$ cat src/rtl/core/qkd_pkg.sv
`default_nettype none

package qkd_pkg;

  // key layout
  localparam int KEY_W      = 40;
  localparam int CODE_W     = 12;
  localparam int SQ_W       = 23;
  localparam int FIELD_W    = 16;
  localparam int NUM_COMP   = 4;
  localparam int NUM_CODE   = 3;

  localparam logic [CODE_W-1:0] CODE_CENTER = 12'd2048;

  // one in Q23 and 0.001 in Q33
  localparam logic [24:0] ONE_Q23 = 25'd8388608;
  localparam logic [36:0] EPS_Q33 = 37'd8589935;

  // omitted-component codes
  localparam logic [1:0] OMIT_X = 2'd0;
  localparam logic [1:0] OMIT_Y = 2'd1;
  localparam logic [1:0] OMIT_Z = 2'd2;
  localparam logic [1:0] OMIT_W = 2'd3;

  localparam logic [3:0] OMIT_MAX = 4'd3;

  // side information that travels alongside the root lanes
  typedef struct packed {
    logic [NUM_COMP-1:0] neg;
    logic [1:0]          omit;
    logic                bad;
  } qkd_meta_t;

endpackage

`default_nettype wire

$ cat src/rtl/core/quaternion_key_decompress.sv
`default_nettype none

// channel    | ports                            | handshake
// -----------+----------------------------------+------------------------------
// key in     | packed_key                       | start, taken when busy is low
// result out | comp_x comp_y comp_z comp_w      | done, one cycle, no stall
//            | bad_key                          |
//
// a new key may be started in every cycle; busy stays low
// each transaction passes through the registered stages in order
// (decode, radicand, FRAC_BITS+2 root cells, rounding)
// results leave in start order; the receiver cannot stall, so nothing waits
// synchronous active-high rst clears all valid flags in the chain

module quaternion_key_decompress #(
  parameter int FRAC_BITS = 14
) (
  input  wire logic                          clk,
  input  wire logic                          rst,
  input  wire logic                          start,
  output logic                               busy,
  input  wire logic [qkd_pkg::KEY_W-1:0]     packed_key,
  output logic                               done,
  output logic signed [qkd_pkg::FIELD_W-1:0] comp_x,
  output logic signed [qkd_pkg::FIELD_W-1:0] comp_y,
  output logic signed [qkd_pkg::FIELD_W-1:0] comp_z,
  output logic signed [qkd_pkg::FIELD_W-1:0] comp_w,
  output logic                               bad_key
);
  import qkd_pkg::*;

  localparam int RTW = FRAC_BITS + 2;   // root bits, one per cell
  localparam int RW  = 2 * RTW;         // radicand bits
  localparam int MW  = (RTW > FIELD_W) ? RTW : FIELD_W;
  localparam int LAT = RTW + 3;

  // every key is independent, so the chain never pushes back
  assign busy = 1'b0;

  // chain taps: index 0 is the front end, index RTW the last cell
  logic                 ch_valid [RTW+1];
  qkd_meta_t            ch_meta  [RTW+1];
  logic [3:0][RW-1:0]   ch_rad   [RTW+1];
  logic [3:0][RTW+1:0]  ch_rem   [RTW+1];
  logic [3:0][RTW-1:0]  ch_root  [RTW+1];

  // decode of the three codes, their squares, and radicands of all four components
  qkd_front #(
    .FRAC_BITS(FRAC_BITS)
  ) u_front (
    .clk       (clk),
    .rst       (rst),
    .in_valid  (start),
    .packed_key(packed_key),
    .out_valid (ch_valid[0]),
    .out_meta  (ch_meta[0]),
    .out_rad   (ch_rad[0])
  );

  // first cell starts from an empty remainder and root
  assign ch_rem[0]  = '0;
  assign ch_root[0] = '0;

  // row of root cells, each settling one bit of all four roots
  for (genvar g = 0; g < RTW; g++) begin : g_cell
    qkd_root_cell #(
      .RTW(RTW)
    ) u_cell (
      .clk      (clk),
      .rst      (rst),
      .in_valid (ch_valid[g]),
      .in_meta  (ch_meta[g]),
      .in_rad   (ch_rad[g]),
      .in_rem   (ch_rem[g]),
      .in_root  (ch_root[g]),
      .out_valid(ch_valid[g+1]),
      .out_meta (ch_meta[g+1]),
      .out_rad  (ch_rad[g+1]),
      .out_rem  (ch_rem[g+1]),
      .out_root (ch_root[g+1])
    );
  end

  // rounding: the root carries one extra fraction bit, halve with round-up
  logic [3:0][FIELD_W-1:0] field_next;

  always_comb begin
    logic [RTW:0]  rnd;
    logic [MW-1:0] mag;
    logic [MW-1:0] val;
    for (int c = 0; c < NUM_COMP; c++) begin
      rnd = (RTW+1)'(ch_root[RTW][c]) + (RTW+1)'(1);
      mag = MW'(rnd[RTW:1]);
      val = ch_meta[RTW].neg[c] ? (MW'(0) - mag) : mag;
      // a bad key forces all components to zero
      field_next[c] = ch_meta[RTW].bad ? '0 : val[FIELD_W-1:0];
    end
  end

  // result register, one strobe per transaction
  always_ff @(posedge clk) begin
    if (rst) begin
      done <= 1'b0;
    end else begin
      done <= ch_valid[RTW];
    end
    comp_x  <= field_next[0];
    comp_y  <= field_next[1];
    comp_z  <= field_next[2];
    comp_w  <= field_next[3];
    bad_key <= ch_meta[RTW].bad;
  end

  // fixed latency from start to result
  assert property (@(posedge clk) disable iff (rst)
    start |-> ##LAT done)
    else $error("result missing after fixed latency");

  assert property (@(posedge clk) disable iff (rst)
    (done && bad_key) |-> (comp_x == 0) && (comp_y == 0) &&
                          (comp_z == 0) && (comp_w == 0))
    else $error("bad key with non-zero components");

  assert property (@(posedge clk) disable iff (rst)
    done |-> $past(ch_valid[RTW]))
    else $error("result strobe without a transaction in the chain");

endmodule

`default_nettype wire

$ cat src/rtl/core/qkd_front.sv
`default_nettype none

module qkd_front #(
  parameter int FRAC_BITS = 14
) (
  input  wire logic                               clk,
  input  wire logic                               rst,
  input  wire logic                               in_valid,
  input  wire logic [qkd_pkg::KEY_W-1:0]          packed_key,
  output logic                                    out_valid,
  output qkd_pkg::qkd_meta_t                      out_meta,
  output logic [3:0][2*(FRAC_BITS+2)-1:0]         out_rad
);
  import qkd_pkg::*;

  localparam int RTW  = FRAC_BITS + 2;
  localparam int RW   = 2 * RTW;
  localparam int XW   = 2 * FRAC_BITS + 40;
  // scaling of a present square (Q23) and the omitted radicand (Q33)
  localparam int P_E  = 2 * FRAC_BITS - 21;
  localparam int P_L  = (P_E > 0) ? P_E : 0;
  localparam int P_R  = (P_E < 0) ? -P_E : 0;
  localparam int O_E  = 2 * FRAC_BITS - 31;
  localparam int O_L  = (O_E > 0) ? O_E : 0;
  localparam int O_R  = (O_E < 0) ? -O_E : 0;

  // decode stage
  logic                     dec_valid;
  logic [NUM_CODE-1:0]      dec_neg;
  logic [NUM_CODE-1:0][SQ_W-1:0] dec_sq;
  logic [1:0]               dec_omit;
  logic                     dec_bad;

  logic [NUM_CODE-1:0][CODE_W-1:0] code;
  logic [NUM_CODE-1:0][CODE_W-1:0] mag;
  logic [NUM_CODE-1:0]             neg_c;

  always_comb begin
    code[0] = {packed_key[3:0], packed_key[39:32]};
    code[1] = packed_key[31:20];
    code[2] = packed_key[19:8];
    for (int i = 0; i < NUM_CODE; i++) begin
      neg_c[i] = (code[i] < CODE_CENTER);
      mag[i]   = neg_c[i] ? (CODE_CENTER - code[i]) : (code[i] - CODE_CENTER);
    end
  end

  always_ff @(posedge clk) begin
    if (rst) begin
      dec_valid <= 1'b0;
    end else begin
      dec_valid <= in_valid;
    end
    for (int i = 0; i < NUM_CODE; i++) begin
      dec_sq[i] <= SQ_W'(mag[i] * mag[i]);
    end
    dec_neg  <= neg_c;
    dec_omit <= packed_key[5:4];
    dec_bad  <= (packed_key[7:4] > OMIT_MAX);
  end

  // radicand stage
  logic [24:0]              sum_sq;
  logic signed [36:0]       rad_raw;
  logic [33:0]              rad_omit;
  logic [XW-1:0]            omit_scaled;
  logic [NUM_CODE-1:0][RW-1:0] pres_scaled;
  logic [3:0][RW-1:0]       rad_next;
  qkd_meta_t                meta_next;

  always_comb begin
    logic [1:0] idx;
    logic [XW-1:0] tmp;
    sum_sq  = 25'(dec_sq[0]) + 25'(dec_sq[1]) + 25'(dec_sq[2]);
    rad_raw = $signed({1'b0, 36'(ONE_Q23)}) - $signed({1'b0, 36'(sum_sq)});
    rad_raw = rad_raw <<< 10;
    if (dec_omit == OMIT_Z) begin
      rad_raw = rad_raw + $signed(EPS_Q33);
    end
    rad_omit    = rad_raw[36] ? '0 : rad_raw[33:0];
    omit_scaled = (XW'(rad_omit) << O_L) >> O_R;
    for (int i = 0; i < NUM_CODE; i++) begin
      tmp            = (XW'(dec_sq[i]) << P_L) >> P_R;
      pres_scaled[i] = tmp[RW-1:0];
    end
    meta_next.omit = dec_omit;
    meta_next.bad  = dec_bad;
    for (int c = 0; c < NUM_COMP; c++) begin
      idx = (c < int'(dec_omit)) ? 2'(c) : 2'(c - 1);
      if (c == int'(dec_omit)) begin
        rad_next[c]      = omit_scaled[RW-1:0];
        meta_next.neg[c] = 1'b0;
      end else begin
        rad_next[c]      = pres_scaled[idx];
        meta_next.neg[c] = dec_neg[idx];
      end
    end
  end

  always_ff @(posedge clk) begin
    if (rst) begin
      out_valid <= 1'b0;
    end else begin
      out_valid <= dec_valid;
    end
    out_rad  <= rad_next;
    out_meta <= meta_next;
  end

  // omitted lane never carries a sign
  assert property (@(posedge clk) disable iff (rst)
    out_valid |-> !out_meta.neg[out_meta.omit])
    else $error("omitted component marked negative");

endmodule

`default_nettype wire

$ cat src/rtl/core/qkd_root_cell.sv
`default_nettype none

module qkd_root_cell #(
  parameter int RTW = 16
) (
  input  wire logic                       clk,
  input  wire logic                       rst,
  input  wire logic                       in_valid,
  input  wire qkd_pkg::qkd_meta_t         in_meta,
  input  wire logic [3:0][2*RTW-1:0]      in_rad,
  input  wire logic [3:0][RTW+1:0]        in_rem,
  input  wire logic [3:0][RTW-1:0]        in_root,
  output logic                            out_valid,
  output qkd_pkg::qkd_meta_t              out_meta,
  output logic [3:0][2*RTW-1:0]           out_rad,
  output logic [3:0][RTW+1:0]             out_rem,
  output logic [3:0][RTW-1:0]             out_root
);
  import qkd_pkg::*;

  localparam int RW = 2 * RTW;

  logic [3:0][RW-1:0]  rad_next;
  logic [3:0][RTW+1:0] rem_next;
  logic [3:0][RTW-1:0] root_next;

  // one result bit per lane: bring down two radicand bits, try 4r+1
  always_comb begin
    logic [RTW+3:0] acc;
    logic [RTW+3:0] trial;
    for (int l = 0; l < 4; l++) begin
      acc   = {in_rem[l], in_rad[l][RW-1 -: 2]};
      trial = {2'b00, in_root[l], 2'b01};
      if (acc >= trial) begin
        rem_next[l]  = (RTW+2)'(acc - trial);
        root_next[l] = {in_root[l][RTW-2:0], 1'b1};
      end else begin
        rem_next[l]  = acc[RTW+1:0];
        root_next[l] = {in_root[l][RTW-2:0], 1'b0};
      end
      rad_next[l] = {in_rad[l][RW-3:0], 2'b00};
    end
  end

  always_ff @(posedge clk) begin
    if (rst) begin
      out_valid <= 1'b0;
    end else begin
      out_valid <= in_valid;
    end
    out_meta <= in_meta;
    out_rad  <= rad_next;
    out_rem  <= rem_next;
    out_root <= root_next;
  end

  // remainder of a digit-by-digit root never exceeds twice the root
  assert property (@(posedge clk) disable iff (rst)
    out_valid |-> ((RTW+2)'(out_rem[0]) <= {1'b0, out_root[0], 1'b0}) &&
                  ((RTW+2)'(out_rem[1]) <= {1'b0, out_root[1], 1'b0}) &&
                  ((RTW+2)'(out_rem[2]) <= {1'b0, out_root[2], 1'b0}) &&
                  ((RTW+2)'(out_rem[3]) <= {1'b0, out_root[3], 1'b0}))
    else $error("root remainder out of range");

  assert property (@(posedge clk) disable iff (rst)
    in_valid |=> out_valid && (out_meta == $past(in_meta)))
    else $error("side information lost in root cell");

endmodule

`default_nettype wire
$ cat config.mk
export PLATFORM = sky130hd
export DESIGN_NAME = quaternion_key_decompress
export DESIGN_NICKNAME = d
export VERILOG_FILES = /design/src/rtl/core/qkd_pkg.sv /design/src/rtl/core/quaternion_key_decompress.sv /design/src/rtl/core/qkd_front.sv /design/src/rtl/core/qkd_root_cell.sv
export SDC_FILE = /design/constraint.sdc
export NUM_CORES = 2
export LEC_CHECK = 0
export BUFFER_PORTS_ARGS = -buffer_cell sky130_fd_sc_hd__buf_2
export CAP_MARGIN = 10
export CELL_PAD_IN_SITES_DETAIL_PLACEMENT = 1
export CELL_PAD_IN_SITES_GLOBAL_PLACEMENT = 1
export CORE_AREA = 8 8 449 451
export DETAILED_ROUTE_END_ITERATION = 16
export DIE_AREA = 0 0 457 459
export HOLD_SLACK_MARGIN = 0.08
export MAX_ROUTING_LAYER = met4
export PLACE_DENSITY_LB_ADDON = 0.1
export SETUP_SLACK_MARGIN = 0.15
export SLEW_MARGIN = 20
export SYNTH_ARGS = -nofsm -noshare
export SYNTH_HDL_FRONTEND = slang
export SYNTH_SLANG_ARGS = --single-unit
$ cat constraint.sdc
create_clock -name clk -period 12.6 [get_ports clk]
set_input_delay 1.26 -clock clk [delete_from_list [all_inputs] [get_ports clk]]
set_output_delay 1.26 -clock clk [all_outputs]
set_load 0.02 [all_outputs]
Yosys cells after proc, flatten, opt, wreduce, memory -nomap -nowiden

Cells that the tools add are included.

Register bits: 2,896
Logic and storage cells: 575
ROM bits: 0
Latch bits: 0
RAM bits: 0
Memories kept: 0
Input port bits: 43

Multipliers: 3
Add/subtract/negate cells: 78
Div/mod/pow operators: 0
Reductions and logical operators: 1
Multiplexer cells: 152
Magnitude comparators: 74
Shift operators: 0
Eq/ne operators: 4
Bitwise operators: 0

Operators with widths:

| kind             | number |
|---|---|
| $mux 18          | 56 |
| $bmux 32 s2      | 3 |
| $mux 32          | 3 |
| $mux 31          | 3 |
| $ge 20x10->1     | 4 |
| $ge 20x11->1     | 4 |
| $ge 20x12->1     | 4 |
| $ge 20x13->1     | 4 |
| $ge 20x14->1     | 4 |
| $ge 20x15->1     | 4 |
| $ge 20x16->1     | 4 |
| $ge 20x17->1     | 4 |
| $ge 20x3->1      | 4 |
| $ge 20x4->1      | 4 |
| $ge 20x5->1      | 4 |
| $ge 20x6->1      | 4 |
| $ge 20x7->1      | 4 |
| $ge 20x8->1      | 4 |
| $ge 20x9->1      | 4 |
| $sub 18x10->18   | 4 |
| $sub 18x11->18   | 4 |
| $sub 18x12->18   | 4 |
| $sub 18x13->18   | 4 |
| $sub 18x14->18   | 4 |
| other kinds (37) | 167 |

Logic depth before layout (Yosys ltp)

Word-level depth: 7
Mapped depth: 32

Cells and area by module

Synthesis repeated with hierarchy kept, for this count alone.

Cell total of the unflattened synthesis: 18,171
Area total of the unflattened synthesis: 182,481.3 um^2

By module, submodules not included:

| module                               | sequential area each (um^2) | cells an instance | times used | area each (um^2) |
|---|---|---|---|---|
| qkd_root_cell (g_cell[0].u_cell ...) | 5,285.1                     | 950               | 15         | 9,826.9 |
| qkd_front                            | 3,623.5                     | 2,298             | 1          | 19,733.9 |
| qkd_root_cell (g_cell[12].u_cell)    | 5,285.1                     | 906               | 1          | 9,808.2 |
| quaternion_key_decompress            | 1,321.3                     | 717               | 1          | 5,535.3 |

Least setup slack after synthesis

No wires, ideal clock.

Kind: input port to flip-flop
From: input packed_key[35] (netlist name)
To: register u_front.dec_sq[22] (netlist name)
Setup slack: 5.140 ns
Arrival time: 7.388 ns
Stages on the path: 29
Setup time: 0.072 ns
Cell sequence: nor2_1 > nor4b_1 > nor2_1 > xnor2_1 > clkbuf_1 > nor2_1 > fa_1 > ha_1 > inv_1 > fa_1 > inv_1 > ha_1 > inv_1 > fa_1 > inv_1 > ha_1 > nor2b_1 > o21ai_0 > a21boi_0 > o21ai_0 > a21boi_0 > o21ai_0 > a21boi_0 > o31a_1 > o211a_1 > o21a_1 > o21a_1 > o41ai_1 > xnor2_1

Word-level cells in the longest chain between the ends: 3
Elaborated cells on any way between the ends: 5
Those cells by class: 2 x add/sub; 1 x mul; 1 x order compare; 1 x mux

RTL lines:

| what                                           | RTL line                         | RTL |
|---|---|---|
| start: declaration                             | quaternion_key_decompress.sv:22  | `input wire logic [qkd_pkg::KEY_W-1:0] packed_key,` |
| $sub 12x12->12 or $lt 12x12->1 (tied branches) | qkd_front.sv:44, qkd_front.sv:43 |  |
| $mux 12 *                                      | qkd_front.sv:44                  | `mag[i] = neg_c[i] ? (CODE_CENTER - code[i]) : (code[i] - CODE_CENTER);` |
| $mul 12x12->23 *                               | qkd_front.sv:55                  | `dec_sq[i] <= SQ_W'(mag[i] * mag[i]);` |
| end signal: indexed assignment                 | qkd_front.sv:55                  |  |
| end: declaration                               | qkd_front.sv:30                  | `logic [NUM_CODE-1:0][SQ_W-1:0] dec_sq;` |

Every way passes the cells marked *; elsewhere a longest branch is shown, timed or not.
A chain may end at the register's enable or synchronous reset.

Final worst setup path

Same ends and word-level chain as after synthesis.

==> results.yml <==
sta:
  worst_pin_slew_ns: 1.154
  clock_skew_ns: 0.06231
  finalHoldViolCount: 0
  slew_violations: 0
  grt_setup_unrepaired: "no"
  period_minus_slack_ns: 7.542
  finalCritPeriodShare_pct: 59.86
  setup_violations: 0
  timing.fmax_mhz: 132.6
  finalSetupTns_ns: 0
  max_slew_margin_pct: 22.49
cells_and_area:
  final_cells: 13620
  fillers: 21160
  finish.utilization_pct: 60.16
  nets: 12000
  drive_above_1_share_pct: 6.368
  area_delta_synth_final_pct: 11.95
yosys:
  synth.avg_cell_area_um2: 9.827
  synth_seq_cells: 2504
  synth_edf_count: 0
  synthFlopType: "dfxtp_1"
  syn_inst: 10620
  synth_top_area_share_pct: 48.04
  synth.most_common_cell: "dfxtp_1"
  async_reset_ff_share_pct: 0
  yosysTopAreaCell: "dfxtp_1"
  ys_top_cells_by_area: "dfxtp_1 48%, ha_1 9.9%, fa_1 4.7%"
  synthDistinctLibCells: 98
  yosysSeqAreaShare_pct: 48.04
  ys_warn_count: 0
  syn_area_um2: 104300
  synthTopCellsByCount: "2504 x dfxtp_1, 1102 x inv_1, 823 x nor2_1, 822 x ha_1, 791 x nand2_1"
cts:
  cts_buffers: 274
  cts.sink_count: 2504
  clockRootBuffer: "clkbuf_16"
  post_cts_buffers: 0
  cts_resized: 0
  clk_path_buf_depth: 4
  cts_max_level: 5
  clkLatencyLatePin_ns: 0.92
  hold_buffers: 0
  path_clk_slew_ns: 0.07
  cts_tree: "yes"
run:
  max_cap_violations: 0
die:
  ios: 110
  die_area_um2: 209800
  die-height_um: 459
  rows: 162
  core-area_um2: 194200
  die_w_um: 457
  start_util_pct: 53.74
worst_setup_path:
  crit_slowest_cell: "nor4b_1"
  required_ns: 13.41
  critical-path-top-delay-family: "adder cells"
  start_kind: "input port"
  path_common_cell: "fa_1"
  critPathMaxFanout: 8
  worst-path-buf-inv: 3
  worstPathCellList: "buf_2, nor2_1, nor4b_1, a21oi_1, xnor2_1, inv_1, nand2_1, fa_1, fa_1, fa_1, inv_1, fa_1, fa_1, ha_1, a21boi_0, o21ai_0, a21boi_0, o31a_1, o211a_1, o21a_1, o21a_1, o41ai_1, xnor2_1"
  critical_path_class: "input port to flop"
  cp-end-kind: "flop"
  cp_slowest_stage_delay_ns: 0.68
  arrival_ns: 8.35
place:
  numPortBuffers: 108
  finalWeightedCongestion: 0.9108
  hpwl_um: 174300
  place_inst: 13160
route:
  vias: 72030
  routed_wl_um: 236000
  wl_per_cell_um: 17.33
  antenna_left: 0
  drt_iter0_drc: 2794
  routed_via_density: 5.290
  drcViolationCount: 0
  dr.pass1.iters: 5
global_route:
  grt_start_max_net_pins: 66
  antenna_found_initial: 4
  grt_usage_pct: 22.60
  grt_pass1_wl_um: 391100
  grt_overflow: 0
  grt_pass1_vias: 78700
run_status:
  outcome: "finished clean"
worst_hold_path:
  worstHoldPathType: "flop to flop"
path summary, 6_finish.rpt:
path                                        startpoint                              endpoint  slack, ns  cells past startpoint
hold / removal    g_cell[2].u_cell.out_rad[90]$_DFF_P_  g_cell[3].u_cell.out_rad[92]$_DFF_P_       0.29                      0
setup reg to reg             u_front.dec_sq[2]$_DFF_P_           u_front.out_rad[71]$_DFF_P_       5.25                     29
setup / recovery                        packed_key[35]            u_front.dec_sq[22]$_DFF_P_       5.06                     23
hold reg to reg   g_cell[2].u_cell.out_rad[90]$_DFF_P_  g_cell[3].u_cell.out_rad[92]$_DFF_P_       0.29                      0
state kept, by name (all words and copies together), names as in the netlist, 2 cells and up:
name and flops:
comp_w 16, u_front.dec_sq 66, g_cell.u_cell.out_root 544, comp_z 16, g_cell.u_cell.out_valid 16, u_front.dec_neg 3, g_cell.u_cell.out_rad 636, comp_x 16
u_front.out_meta 5, g_cell.u_cell.out_meta 80, u_front.dec_omit 2, u_front.out_rad 100, comp_y 16, g_cell.u_cell.out_rem 983
cells by family (layout without fill, tap and decap cells):
| family | count (synthesis) | after routing | share of synthesized area [%] |
|---|---|---|---|
| and+or+nand+nor | 2923 | 2923 | 13.41 |
| DFF | 2504 | 2504 | 48.04 |
| AOI/OAI and AO/OA | 1890 | 1890 | 11.32 |
| buffers and inverters | 1294 | 1719 | 4.686 |
| adders and majority gates | 1066 | 1066 | 14.54 |
| xor gates and xnor gates | 888 | 888 | 7.467 |
| muxes | 51 | 51 | 0.5288 |
| other | 2 | 32 | 0.007197 |
cells in the final DEF (no fill, tap or decap), types with 185 or more instances in the layout:
cell / synthesis / final
dfxtp_1: 2504 / 2503
inv_1: 1102 / 1102
ha_1: 822 / 822
nor2_1: 823 / 820
nand2_1: 791 / 791
o21ai_0: 590 / 590
xnor2_1: 543 / 543
a21oi_1: 417 / 416
xor2_1: 344 / 344
nor3_1: 308 / 307
clkbuf_16: 0 / 280
fa_1: 244 / 244
a21o_1: 185 / 185
per-layer routing:
layer	up-vias	global-route usage (%)	wire, µm	share of wire, %
met2	961	41.20	120000	51
li1	35950	-	-	-
met4	0	7.035	6788	2.9
met5	-	-	0	0
met3	454	2.997	6394	2.7
met1	34670	25.82	102800	44
cell type report:
class                      instances  area, µm²  area share (%)
antenna                            2      5.005        0.004284
clock buffer                     365       7756           6.640
clock inverter                    88       1141          0.9768
inverter                        1108       4159           3.560
multi-input combinational       6848      49530           42.40
sequential                      2504      50130           42.91
tap                             2542       3181           2.723
timing repair buffer             158      915.9          0.7840
stage by stage:
step | instance area (µm²) | worst slack, ns | hold WS, ns
finish | 116800 | 5.058 | 0.2928
global route | 116800 | 4.666 | 0.2959
CTS | 116800 | 5.110 | 0.2881
detailed placement | 107900 | 4.205 | 0.3132
global placement | 107900 | 4.478 | 0.3097
floorplan | 104400 | 5.140 | 0.3096
Power is left out: the tool's default activity adds up to more than one toggle a clock period on the data nets, which glitch-free logic cannot reach.
